## src/hdl/packed_entry_word_encoder_unit_macros.svh

```systemverilog
// ------------------------------------------------------------------
// packed entry word encoder assertion macros
// shared concurrent assertion forms for the encoder modules
// ------------------------------------------------------------------
`ifndef PACKED_ENTRY_WORD_ENCODER_UNIT_MACROS_SVH
`define PACKED_ENTRY_WORD_ENCODER_UNIT_MACROS_SVH

// same-cycle implication
`define PEWEU_ASSERT_IMP(label, clk, rst, ante, cons) \
   label: assert property (@(posedge clk) disable iff (rst) (ante) |-> (cons)) \
      else $error("peweu assertion failed");

// next-cycle implication
`define PEWEU_ASSERT_NXT(label, clk, rst, ante, cons) \
   label: assert property (@(posedge clk) disable iff (rst) (ante) |=> (cons)) \
      else $error("peweu assertion failed");

`endif

```

## src/hdl/peweu_pkg.sv

```systemverilog
// ------------------------------------------------------------------
// peweu_pkg
// types, constants and width tables of the packed entry word encoder
// ------------------------------------------------------------------
`default_nettype none

package peweu_pkg;

   localparam int ENTRIES_PER_SECTION = 4096;
   localparam int POS_W               = $clog2(ENTRIES_PER_SECTION);

   localparam int DIRECT_WIDTH      = 15;
   localparam int MIN_PALETTE_WIDTH = 4;
   localparam int WORD_BITS         = 64;
   localparam int ENTRY_W           = 15;
   localparam int WIDTH_W           = 4;
   localparam int PER_W             = 5;
   localparam int SHIFT_W           = 8;

   localparam int MAX_WORDS = (ENTRIES_PER_SECTION + 3) / 4;
   localparam int WORDS_W   = $clog2(MAX_WORDS + 1);
   localparam int HDR_EXT_W = 28;

   localparam int WORDS_P16 = (ENTRIES_PER_SECTION + 15) / 16;
   localparam int WORDS_P12 = (ENTRIES_PER_SECTION + 11) / 12;
   localparam int WORDS_P10 = (ENTRIES_PER_SECTION + 9) / 10;
   localparam int WORDS_P9  = (ENTRIES_PER_SECTION + 8) / 9;
   localparam int WORDS_P8  = (ENTRIES_PER_SECTION + 7) / 8;
   localparam int WORDS_P7  = (ENTRIES_PER_SECTION + 6) / 7;
   localparam int WORDS_P6  = (ENTRIES_PER_SECTION + 5) / 6;
   localparam int WORDS_P5  = (ENTRIES_PER_SECTION + 4) / 5;
   localparam int WORDS_P4  = (ENTRIES_PER_SECTION + 3) / 4;

   localparam int Q_DEPTH = 4;
   localparam int Q_PTR_W = $clog2(Q_DEPTH);
   localparam int Q_CNT_W = $clog2(Q_DEPTH + 1);

   localparam int CSR_INDEX_W = 2;
   localparam int CSR_DATA_W  = 4;

   typedef enum logic [CSR_INDEX_W-1:0] {
      REG_USE_PALETTE  = 2'd0,
      REG_PALETTE_BITS = 2'd1
   } reg_index_type;

   typedef enum logic {
      KIND_HEADER = 1'b0,
      KIND_WORD   = 1'b1
   } kind_type;

   typedef struct packed {
      logic       use_palette;
      logic [3:0] palette_bits;
   } cfg_type;

   typedef struct packed {
      logic                 item_kind;
      logic [WORD_BITS-1:0] payload;
      logic                 section_end;
   } rslt_type;

   typedef struct packed {
      logic [1:0]     count;
      rslt_type [1:0] item;
   } push_type;

   typedef struct packed {
      logic       present;
      logic [7:0] data;
   } hdr_type;

   function automatic logic [WIDTH_W-1:0] entry_width(cfg_type cfg);
      logic [WIDTH_W-1:0] w;
      w = WIDTH_W'(DIRECT_WIDTH);
      if (cfg.use_palette) begin
         w = cfg.palette_bits;
         if (w < WIDTH_W'(MIN_PALETTE_WIDTH)) begin
            w = WIDTH_W'(MIN_PALETTE_WIDTH);
         end
      end
      return w;
   endfunction

   function automatic logic [PER_W-1:0] per_word(logic [WIDTH_W-1:0] w);
      logic [PER_W-1:0] p;
      case (w)
         4'd4:               p = 5'd16;
         4'd5:               p = 5'd12;
         4'd6:               p = 5'd10;
         4'd7:               p = 5'd9;
         4'd8:               p = 5'd8;
         4'd9:               p = 5'd7;
         4'd10:              p = 5'd6;
         4'd11, 4'd12:       p = 5'd5;
         default:            p = 5'd4;
      endcase
      return p;
   endfunction

   function automatic logic [WORDS_W-1:0] word_count(logic [WIDTH_W-1:0] w);
      logic [WORDS_W-1:0] n;
      case (w)
         4'd4:               n = WORDS_W'(WORDS_P16);
         4'd5:               n = WORDS_W'(WORDS_P12);
         4'd6:               n = WORDS_W'(WORDS_P10);
         4'd7:               n = WORDS_W'(WORDS_P9);
         4'd8:               n = WORDS_W'(WORDS_P8);
         4'd9:               n = WORDS_W'(WORDS_P7);
         4'd10:              n = WORDS_W'(WORDS_P6);
         4'd11, 4'd12:       n = WORDS_W'(WORDS_P5);
         default:            n = WORDS_W'(WORDS_P4);
      endcase
      return n;
   endfunction

   // leb128 byte number idx of the word count
   function automatic hdr_type header_byte(logic [WORDS_W-1:0] words, logic [1:0] idx);
      logic [HDR_EXT_W-1:0] ext;
      logic [HDR_EXT_W-1:0] grp;
      hdr_type              h;
      ext = HDR_EXT_W'(words);
      case (idx)
         2'd0:    grp = ext;
         2'd1:    grp = ext >> 7;
         2'd2:    grp = ext >> 14;
         default: grp = ext >> 21;
      endcase
      h.present = (idx == 2'd0) || (grp != '0);
      h.data    = {(grp >= HDR_EXT_W'(8'h80)), grp[6:0]};
      return h;
   endfunction

endpackage

`default_nettype wire

```

## src/hdl/peweu_pack.sv

```systemverilog
// ------------------------------------------------------------------
// peweu_pack
// input register, entry packing and header byte generation
// ------------------------------------------------------------------
`default_nettype none
`include "packed_entry_word_encoder_unit_macros.svh"

module peweu_pack (
   input  wire logic                          clock,
   input  wire logic                          reset,
   input  wire peweu_pkg::cfg_type            cfg,
   input  wire logic                          take,
   input  wire logic [peweu_pkg::ENTRY_W-1:0] entry_value,
   output peweu_pkg::push_type                push
);
   import peweu_pkg::*;

   logic                 stage_valid_ff;
   logic [ENTRY_W-1:0]   entry_ff;
   logic [WORD_BITS-1:0] acc_ff,  acc_in;
   logic [3:0]           slot_ff, slot_in;
   logic [POS_W-1:0]     pos_ff,  pos_in;

   logic [WIDTH_W-1:0]   w;
   logic [PER_W-1:0]     per;
   logic [WORDS_W-1:0]   words;
   hdr_type              hdr0, hdr1;
   logic                 first, last, h0, h1, emit_word, fit;
   logic [SHIFT_W-1:0]   shift;
   logic [ENTRY_W-1:0]   masked;
   logic [WORD_BITS-1:0] word_val;
   rslt_type             word_item;

   always_ff @(posedge clock) begin
      if (reset) begin
         stage_valid_ff <= 1'b0;
      end else begin
         stage_valid_ff <= take;
      end
      if (take) begin
         entry_ff <= entry_value;
      end
   end

   always_comb begin
      w      = entry_width(cfg);
      per    = per_word(w);
      words  = word_count(w);
      first  = pos_ff < POS_W'(2);
      last   = pos_ff == POS_W'(ENTRIES_PER_SECTION - 1);
      hdr0   = header_byte(words, {pos_ff[0], 1'b0});
      hdr1   = header_byte(words, {pos_ff[0], 1'b1});
      h0     = stage_valid_ff && first && hdr0.present;
      h1     = stage_valid_ff && first && hdr1.present;

      shift  = SHIFT_W'(slot_ff) * SHIFT_W'(w);
      fit    = ((SHIFT_W + 1)'(shift) + (SHIFT_W + 1)'(w)) <= (SHIFT_W + 1)'(WORD_BITS);
      masked = entry_ff & ((ENTRY_W'(1) << w) - ENTRY_W'(1));
      word_val = acc_ff;
      if (fit) begin
         word_val = acc_ff | (WORD_BITS'(masked) << shift[5:0]);
      end
      emit_word = stage_valid_ff && (((PER_W'(slot_ff) + PER_W'(1)) >= per) || last);

      word_item.item_kind   = KIND_WORD;
      word_item.payload     = word_val;
      word_item.section_end = last;
   end

   // results in stream order: header bytes, then the word
   always_comb begin
      push = '0;
      if (h0) begin
         push.item[0].item_kind = KIND_HEADER;
         push.item[0].payload   = WORD_BITS'(hdr0.data);
      end
      if (h1) begin
         push.item[h0].item_kind = KIND_HEADER;
         push.item[h0].payload   = WORD_BITS'(hdr1.data);
      end
      if (emit_word) begin
         push.item[h0 | h1] = word_item;
      end
      push.count = 2'(h0) + 2'(h1) + 2'(emit_word);
   end

   always_comb begin
      acc_in  = acc_ff;
      slot_in = slot_ff;
      pos_in  = pos_ff;
      if (stage_valid_ff) begin
         if (emit_word) begin
            acc_in  = '0;
            slot_in = '0;
         end else begin
            acc_in  = word_val;
            slot_in = slot_ff + 4'd1;
         end
         pos_in = last ? '0 : pos_ff + POS_W'(1);
      end
   end

   always_ff @(posedge clock) begin
      if (reset) begin
         acc_ff  <= '0;
         slot_ff <= '0;
         pos_ff  <= '0;
      end else begin
         acc_ff  <= acc_in;
         slot_ff <= slot_in;
         pos_ff  <= pos_in;
      end
   end

   `PEWEU_ASSERT_NXT(a_section_wrap, clock, reset, stage_valid_ff && last, (pos_ff == '0) && (slot_ff == '0) && (acc_ff == '0))
   `PEWEU_ASSERT_IMP(a_no_word_at_start, clock, reset, stage_valid_ff && (pos_ff == '0), !emit_word)
   `PEWEU_ASSERT_NXT(a_slot_advance, clock, reset, stage_valid_ff && !emit_word, slot_ff == 4'($past(slot_ff) + 4'd1))

endmodule

`default_nettype wire

```

## src/hdl/peweu_rsp_queue.sv

```systemverilog
// ------------------------------------------------------------------
// peweu_rsp_queue
// small result queue, up to two pushes and one pop per cycle
// ------------------------------------------------------------------
`default_nettype none
`include "packed_entry_word_encoder_unit_macros.svh"

module peweu_rsp_queue (
   input  wire logic                              clock,
   input  wire logic                              reset,
   input  wire peweu_pkg::push_type               push,
   input  wire logic                              rsp_stall,
   output logic                                   rsp_valid,
   output peweu_pkg::rslt_type                    rsp_item,
   output logic [peweu_pkg::Q_CNT_W-1:0]          count
);
   import peweu_pkg::*;

   rslt_type             mem_ff [Q_DEPTH];
   logic [Q_PTR_W-1:0]   wr_ff, wr_in;
   logic [Q_PTR_W-1:0]   rd_ff, rd_in;
   logic [Q_CNT_W-1:0]   count_ff, count_in;
   logic                 pop;

   always_comb begin
      rsp_valid = count_ff != '0;
      rsp_item  = mem_ff[rd_ff];
      count     = count_ff;
      pop       = rsp_valid && !rsp_stall;
      wr_in     = wr_ff + Q_PTR_W'(push.count);
      rd_in     = rd_ff + Q_PTR_W'(pop);
      count_in  = count_ff + Q_CNT_W'(push.count) - Q_CNT_W'(pop);
   end

   always_ff @(posedge clock) begin
      if (push.count != 2'd0) begin
         mem_ff[wr_ff] <= push.item[0];
      end
      if (push.count == 2'd2) begin
         mem_ff[wr_ff + Q_PTR_W'(1)] <= push.item[1];
      end
   end

   always_ff @(posedge clock) begin
      if (reset) begin
         wr_ff    <= '0;
         rd_ff    <= '0;
         count_ff <= '0;
      end else begin
         wr_ff    <= wr_in;
         rd_ff    <= rd_in;
         count_ff <= count_in;
      end
   end

   `PEWEU_ASSERT_IMP(a_count_bound, clock, reset, 1'b1, count_ff <= Q_CNT_W'(Q_DEPTH))
   `PEWEU_ASSERT_IMP(a_no_overflow, clock, reset, push.count != 2'd0, (4'(count_ff) + 4'(push.count)) <= (4'(Q_DEPTH) + 4'(pop)))
   `PEWEU_ASSERT_NXT(a_drain_empty, clock, reset, pop && (count_ff == Q_CNT_W'(1)) && (push.count == 2'd0), !rsp_valid)

endmodule

`default_nettype wire

```

## src/hdl/packed_entry_word_encoder_unit.sv

```systemverilog
// ------------------------------------------------------------------
// packed_entry_word_encoder_unit
// packs section entries into 64-bit words with a leb128 word-count header
// ------------------------------------------------------------------
// req channel: one entry value per transaction, a section of 4096 in order.
// rsp channel: header bytes (item_kind 0) and packed words (item_kind 1);
//   the last word of a section carries section_end.
// csr channel: index 0 use_palette, index 1 palette_bits; csr_ready is
//   always high; the user must write only while the block is idle (unchecked).
// path: an accepted entry is captured in the input register, its results
//   are then written into the result queue, and from the queue they are
//   presented on the rsp ports.
// throughput: one entry per cycle (req_stall low); each entry gives at
//   most one word and only the first entry of a section adds two header
//   bytes, so the one-pop-per-cycle queue keeps up with rsp_stall low.
// stall: req_stall rises once the 4-entry queue, counting the results of
//   the entry in the input register, has fewer than two free places;
//   rsp payload holds while rsp_stall is high.
// reset: config returns to direct 15-bit mode, section position, slot and
//   accumulator clear, the queue empties.
// ------------------------------------------------------------------
`default_nettype none

module packed_entry_word_encoder_unit (
   input  wire logic                              clock,
   input  wire logic                              reset,
   input  wire logic                              req_valid,
   output logic                                   req_stall,
   input  wire logic [peweu_pkg::ENTRY_W-1:0]     req_entry_value,
   output logic                                   rsp_valid,
   input  wire logic                              rsp_stall,
   output logic                                   rsp_item_kind,
   output logic [peweu_pkg::WORD_BITS-1:0]        rsp_payload,
   output logic                                   rsp_section_end,
   input  wire logic                              csr_valid,
   output logic                                   csr_ready,
   input  wire logic [peweu_pkg::CSR_INDEX_W-1:0] csr_index,
   input  wire logic [peweu_pkg::CSR_DATA_W-1:0]  csr_wdata
);
   import peweu_pkg::*;

   cfg_type              cfg_ff, cfg_in;
   push_type             push;
   rslt_type             rsp_item;
   logic [Q_CNT_W-1:0]   q_count;
   logic                 take;

   always_comb begin
      csr_ready = 1'b1;
      cfg_in    = cfg_ff;
      if (csr_valid && csr_ready) begin
         case (csr_index)
            REG_USE_PALETTE:  cfg_in.use_palette  = csr_wdata[0];
            REG_PALETTE_BITS: cfg_in.palette_bits = csr_wdata[3:0];
            default:          cfg_in = cfg_ff;
         endcase
      end
   end

   always_ff @(posedge clock) begin
      if (reset) begin
         cfg_ff <= '0;
      end else begin
         cfg_ff <= cfg_in;
      end
   end

   always_comb begin
      req_stall = (4'(q_count) + 4'(push.count)) > 4'(Q_DEPTH - 2);
      take      = req_valid && !req_stall;
      rsp_item_kind   = rsp_item.item_kind;
      rsp_payload     = rsp_item.payload;
      rsp_section_end = rsp_item.section_end;
   end

   peweu_pack u_pack (
      .clock       (clock),
      .reset       (reset),
      .cfg         (cfg_ff),
      .take        (take),
      .entry_value (req_entry_value),
      .push        (push)
   );

   peweu_rsp_queue u_rsp_queue (
      .clock     (clock),
      .reset     (reset),
      .push      (push),
      .rsp_stall (rsp_stall),
      .rsp_valid (rsp_valid),
      .rsp_item  (rsp_item),
      .count     (q_count)
   );

endmodule

`default_nettype wire

```

## config.mk

```make
export PLATFORM = sky130hd
export DESIGN_NAME = packed_entry_word_encoder_unit
export DESIGN_NICKNAME = d
export VERILOG_FILES = /design/src/hdl/peweu_pkg.sv /design/src/hdl/peweu_pack.sv /design/src/hdl/peweu_rsp_queue.sv /design/src/hdl/packed_entry_word_encoder_unit.sv
export VERILOG_INCLUDE_DIRS = /design/src /design/src/hdl
export SDC_FILE = /design/constraint.sdc
export NUM_CORES = 1
export LEC_CHECK = 0
export ABC_AREA = 1
export BUFFER_PORTS_ARGS = -buffer_cell sky130_fd_sc_hd__buf_4
export CORE_ASPECT_RATIO = 1.1
export CORE_MARGIN = 1
export CORE_UTILIZATION = 45
export DETAILED_ROUTE_END_ITERATION = 10
export HOLD_SLACK_MARGIN = 0.06
export PLACE_DENSITY = 0.61
export SETUP_SLACK_MARGIN = 0.5
export SLEW_MARGIN = 10
export SYNTH_ARGS = -nofsm -noshare
export SYNTH_HDL_FRONTEND = slang
export SYNTH_SLANG_ARGS = --single-unit
```

## constraint.sdc

```tcl
create_clock -name clock -period 19.8 [get_ports clock]
set_input_delay 2.97 -clock clock [delete_from_list [all_inputs] [get_ports clock]]
set_output_delay 2.97 -clock clock [all_outputs]
set_load 0.02 [all_outputs]
```

**After elaboration in Yosys (flattened, before gate mapping)**

Memory sizes are Yosys's and may differ from the RTL's. A register that Yosys moved wholly into a read port is not among the register bits.
Cells that the tools add are included.

- Add/subtract/negate cells: 13
- Multipliers: 1
- Div/mod/pow operators: 0
- Order comparisons: 11
- Eq/ne operators: 3
- Shift operators: 2
- Multiplexer cells: 25
- Bitwise logic cells: 4
- Reduce and logical (&&, ||, !) cells: 19

Operators with widths:

| cell | count |
|---|---|
| bitwise mux 132 bit | 3 |
| 2-to-1 mux 132 bit | 2 |
| demux 66 bit (select 1 bit) | 3 |
| 2-to-1 mux 66 bit | 2 |
| 2-to-1 mux 64 bit | 2 |
| 2-to-1 mux 65 bit | 1 |
| OR 64 bit | 1 |
| << shifter 15 x 6 -> 64 bit | 1 |
| greater-or-equal comparator 28 x 8 -> 1 bit (second input constant) | 2 |
| case mux 28 bit (2 select lines) | 1 |
| nonzero test 28 bit | 2 |
| 2-to-1 mux 4 bit | 4 |
| bitwise AND 15 bit | 1 |
| << shifter 1 x 4 -> 15 bit (first input constant) | 1 |
| subtractor 15 x 1 -> 15 bit (second input constant) | 1 |
| adder 12 x 1 -> 12 bit (second input constant) | 1 |
| == test 12 bit (second input constant) | 1 |
| less-than comparator 12 x 2 -> 1 bit (second input constant) | 1 |
| 2-to-1 mux 12 bit | 1 |
| adder 8 x 4 -> 9 bit | 1 |
| less-or-equal comparator 9 x 7 -> 1 bit (second input constant) | 1 |
| logical AND 1 bit | 8 |
| multiplier 4 x 4 -> 8 bit | 1 |
| 2-to-1 mux 8 bit | 1 |
| other kinds (26) | 35 |

- Register bits after elaboration: 108
- Bits in latches: 0
- RAM bits: 264
- Memory bits (read-only): 256
- Bits of input ports: 26
- Memories kept: 3

Memory list:

| memory | words | bits a word | rd ports | clocked after memory_dff | wr ports | RTL line | source |
|---|---|---|---|---|---|---|---|
| u_rsp_queue.mem_ff | 4 | 66 | 1 | 1 | 2 | peweu_rsp_queue.sv:19 | `rslt_type mem_ff [Q_DEPTH];` |
| (no name shown) | 16 | 11 | 1 | 0 | 0 | peweu_pkg.sv:102 | `case (w)` |
| (no name shown) | 16 | 5 | 1 | 0 | 0 | peweu_pkg.sv:86 | `case (w)` |

**Logic depth before layout (Yosys ltp)**

An unclocked memory read counts as a cell.

- Depth after elaboration: 17
- Gate-level depth with buffers: 27
- Depth with buffers taken out: 26

**By module**

Synthesis repeated with hierarchy kept, for this count alone.

- Cell total of the unflattened synthesis: 2554
- Area, all modules: 20718.6 um2

Modules (own cells, without submodules):

| module | times used | cells an instance | area an instance (um2) | sequential area each (um2) |
|---|---|---|---|---|
| peweu_rsp_queue | 1 | 1354 | 13092.6 | 8067.7 |
| peweu_pack | 1 | 1161 | 7337.0 | 2072.0 |
| packed_entry_word_encoder_unit | 1 | 39 | 289.0 | 100.1 |

**Least setup slack after synthesis**

Ideal clock, no wire load.

- Path kind: reg-to-reg
- From: register cfg_ff[3] (netlist bit)
- To: memory u_rsp_queue.mem_ff[0][0] (netlist bit), enable pin
- Arrival time: 8.004 ns
- Setup slack: 11.215 ns
- Cell stages (with the launch flop): 22
- Buffers on the path: 2
- Cells stage by stage: dfxtp_1 buf_6 o21ai_0 inv_1 nor2_1 inv_1 ha_1 inv_1 o21ai_0 inv_1 ha_1 o21ai_0 a21boi_0 o21a_1 o21ai_0 nand3b_1 nand2_1 buf_2 fa_1 nand2_1 inv_1 o21ai_0

RTL lines:

| item | RTL line | source |
|---|---|---|
| from (decl) | packed_entry_word_encoder_unit.sv:42 | `cfg_type cfg_ff, cfg_in;` |
| from (signal assigned) | packed_entry_word_encoder_unit.sv:64 | `cfg_ff <= cfg_in;` |
| to (decl) | peweu_rsp_queue.sv:19 |  |

**Final worst setup path**

- From: register cfg_ff[3] (netlist bit)
- To: output port req_stall

- Longest elaborated chain between the ends: 12
- Elaborated cells on any way between the ends: 19
- Those cells by class: 3 x add/sub; 3 x order compare; 4 x mux; 7 x reduce/logical; 2 x memory

Ends and longest elaborated chain:

| item | RTL line | source |
|---|---|---|
| less-than comparator 4 x 3 -> 1 bit | peweu_pkg.sv:77 | `if (w < WIDTH_W'(MIN_PALETTE_WIDTH)) begin` |
| 2-to-1 mux 4 bit (*) | peweu_pkg.sv:77 |  |
| 2-to-1 mux 4 bit (*) | peweu_pkg.sv:75 | `if (cfg.use_palette) begin` |
| memory (16 x 11 bit) | n/a |  |
| case mux 28 bit (2 select lines) | peweu_pkg.sv:122 | `case (idx)` |
| nonzero test 28 bit | peweu_pkg.sv:128 | `h.present = (idx == 2'd0) \|\| (grp != '0);` |
| logical OR 1 bit | peweu_pkg.sv:128 |  |
| logical AND 1 bit | peweu_pack.sv:53 | `h0 = stage_valid_ff && first && hdr0.present;` |
| adder 1 x 1 -> 2 bit | peweu_pack.sv:84 | `push.count = 2'(h0) + 2'(h1) + 2'(emit_word);` |
| adder 2 x 1 -> 2 bit (*) | peweu_pack.sv:84 |  |
| adder 3 x 2 -> 4 bit (*) | packed_entry_word_encoder_unit.sv:69 | `req_stall = (4'(q_count) + 4'(push.count)) > 4'(Q_DEPTH - 2);` |
| greater-than comparator 4 x 2 -> 1 bit (*) | packed_entry_word_encoder_unit.sv:69 |  |
| to (decl) | packed_entry_word_encoder_unit.sv:28 | `output logic req_stall,` |

Mark *: on every way between the ends. The rest lies on a longest branch, timed or not. The select of a mux whose other input is x is not followed.

==> impl_metrics.yaml <==
cells_and_area:
  final_net_count: 2251
  area.growth.synth_to_final_pct: 13.1
  nFillCells: 3859
  drive_gt1_share_pct: 9.66
  fin_util_pct: 51.6
  instances_no_fill: 2775
  fin_area_um2: 21300
  antennaDiodeCount: 0
cts:
  post_cts_resized: 0
  numCtsBuffers: 41
  cts_root_buffer: "clkbuf_16"
  clk_transition_reported_paths_ns: 0.06
  cts_max_level: 2
  cts_hold_buffers: 0
  clock-sinks: 372
  cts_tree: "yes"
  cts_setup_buffers: 0
  clock_latency_ns: 0.57
  cts_buffer_depth: 3
placement:
  place_inst: 2699
  dp_hpwl_um: 33600
  io_buffers: 93
  routabilityCongestion: 0.891
  place_area_um2: 20000
sta:
  finalSetupTns_ns: 0
  whs_ns: 0.463
  slew_violations: 0
  setup_viol: 0
  rsz0062_at_grt: "no"
  fmax_mhz: 115
  slew_headroom_pct: 26.2
  finalHoldViolations: 0
  min_period_ns: 8.72
  fin_skew_ns: 0.0201
  min_period_over_period_pct: 44.1
  tightest_slew_ns: 1.11
detailed_routing:
  wl_per_cell_um: 20.0
  drt_iter0_drc: 1560
  vias_per_cell: 5.67
  detail-route-antenna-nets: 0
  first_pass_iters: 6
  route.final.wire_length_um: 55500
  via_count: 15742
  post-route-drc-count: 0
floorplanning:
  io_pins: 95
  core_area_um2: 41300
  die_h_um: 217
  fp-row-count: 78
  die_w_um: 197
  initial_core_util_pct: 45.6
  die_area_um2: 42700
power:
  leakage_nw: 7.70
  peakVddDrop_v: 0.0000650
  power_density_nw_per_um2: 124
global_route:
  grt_max_degree: 96
  grt_usage_pct: 26.2
  grt_antenna_before_repair: 0
  gr-total-overflow: 0
  grt_first_pass_wirelength_um: 85600
  grt_pass1_vias: 14933
synthesis:
  netlist_instances: 2146
  synth.top_cells.by_count: "nand2_1 (318), a21oi_1 (310), edfxtp_1 (279), o21ai_0 (240), nor2_1 (235)"
  syn_area_um2: 18800
  synth-async-reset-ratio_pct: 0
  synth_flop_cell: "edfxtp_1"
  yosys.cell_types.count: 46
  synth_seq_area_share_pct: 54.4
  synth.largest_area_cell: "edfxtp_1"
  synth_edf_count: 279
  synth_top_area_share_pct: 44.5
  synth_most_common_cell: "nand2_1"
  ys_seq_elements: 372
  syn_area_per_cell_um2: 8.78
  yosysWarnings: 0
  synthTopCellsByArea: "edfxtp_1 (44%), dfxtp_1 (9.9%), a21oi_1 (8.2%), o21ai_0 (6.4%), nand2_1 (6.3%)"
worst_setup_path:
  critPathKind: "reg -> out"
  path_max_fanout: 12
  critPathArrivalTime_ns: 5.75
  crit_end: "req_stall"
  r2r_start: "cfg_ff[3]"
  cp-end-kind: "output pin"
  rrSetupSlack_ns: 12.75
  cp-start-kind: "flip-flop"
  critPathRequiredTime_ns: 16.83
  cp-startpoint: "cfg_ff[3]"
  rr_worst_depth: 23
  r2r-end: "u_rsp_queue.mem_ff[2][40]"
outcome:
  outcome: "complete, no violations"
flow_run:
  cap_violations: 0
worst_hold_path:
  hp-class: "reg -> reg"
[flip-flops by register name (all words and copies together) (netlist names)]
register	count
u_pack.slot_ff	4
u_rsp_queue.wr_ff	2
u_pack.acc_ff	64
u_pack.pos_ff	12
u_pack.stage_valid_ff	1
u_rsp_queue.rd_ff	2
u_rsp_queue.count	3
cfg_ff	5
u_rsp_queue.mem_ff	264
u_pack.entry_ff	15
[metal layers]
metal	wire length (um)	track usage (%)	share of wire, %	vias up
li1	-	-	-	7617
met1	24200	35.2	44	7531
met2	26500	43.3	48	515
met3	3450	3.78	6.2	79
met4	1440	8.68	2.6	0
met5	0	0	0	-
[where the power goes]
part / leakage [nW] / switching, mW / internal [mW]
clock: 0.666 / 0.319 / 0.446
combinational: 3.79 / 0.604 / 0.257
sequential: 3.24 / 0.0487 / 0.960
[cells by family (layout without fill, tap and decap cells)]
family	after synthesis	after routing	share of synthesized area (%)
AO/OA/AOI/OAI	653	653	18.2
other	1	3	0.0199
XOR/XNOR	12	12	0.558
adder cells (fa/ha/maj)	43	43	3.18
buffers and inverters	282	349	5.96
flip-flops	372	372	54.4
AND/OR/NAND/NOR	783	783	17.7
[per-stage QoR]
step | power [mW] | worst slack (ns)
floorplan | 1.55 | 11.21
global placement | 1.88 | 11.80
detailed placement | 1.89 | 11.68
CTS | 2.65 | 11.05
global route | 2.77 | 10.41
finish | 2.64 | 11.08
[worst max-delay path: stages, from the launching register on]
cell and delay [ns]:
dfxtp_1 0.41, o21ai_0 0.27, inv_1 0.06, nor2_1 0.49, inv_1 0.24, ha_1 0.34, nand3_1 0.19, o21ai_0 0.14
inv_1 0.07, ha_1 0.21, o21ai_0 0.06, a21boi_0 0.10, o21a_1 0.17, o21ai_0 0.15, nand3b_1 0.09, nand2_1 0.35
fa_1 0.49, inv_1 0.14, ha_1 0.19, inv_1 0.06, fa_1 0.44, o221ai_1 0.31, buf_4 0.21
[cells in the final DEF (no fill, tap or decap), types with 44 or more instances in the layout]
cell type	instances
inv_1	149
o22ai_1	67
edfxtp_1	279
dfxtp_1	90
buf_4	111
nor2_1	235
nand2_1	318
nand3_1	164
clkbuf_16	44
a21oi_1	308
o21ai_0	236
[worst min-delay path by stage]
| stage | startpoint | endpoint | slack [ns] | cells after the start |
|---|---|---|---|---|
| after floorplan | u_pack.acc_ff[0] | u_pack.acc_ff[0] | 0.44 | 2 |
| after global placement | u_pack.acc_ff[0] | u_pack.acc_ff[0] | 0.45 | 2 |
| after detailed placement | u_pack.acc_ff[0] | u_pack.acc_ff[0] | 0.46 | 2 |
| after CTS | u_pack.acc_ff[0] | u_pack.acc_ff[0] | 0.47 | 2 |
| after global routing | u_pack.acc_ff[0] | u_pack.acc_ff[0] | 0.48 | 2 |
| final | u_pack.acc_ff[0] | u_pack.acc_ff[0] | 0.46 | 2 |
[area by class of cell]
| class | instances | area, um2 | area share [%] |
|---|---|---|---|
| inverters | 162 | 609 | 2.86 |
| clock buffers | 58 | 1220 | 5.74 |
| repair buffers | 111 | 833 | 3.91 |
| clock inverters | 18 | 133 | 0.622 |
| flip-flops and latches | 372 | 10200 | 48.1 |
| multi-input cells | 1494 | 7560 | 35.5 |
| well taps | 560 | 701 | 3.29 |
Power figures use the tool's default switching activity.
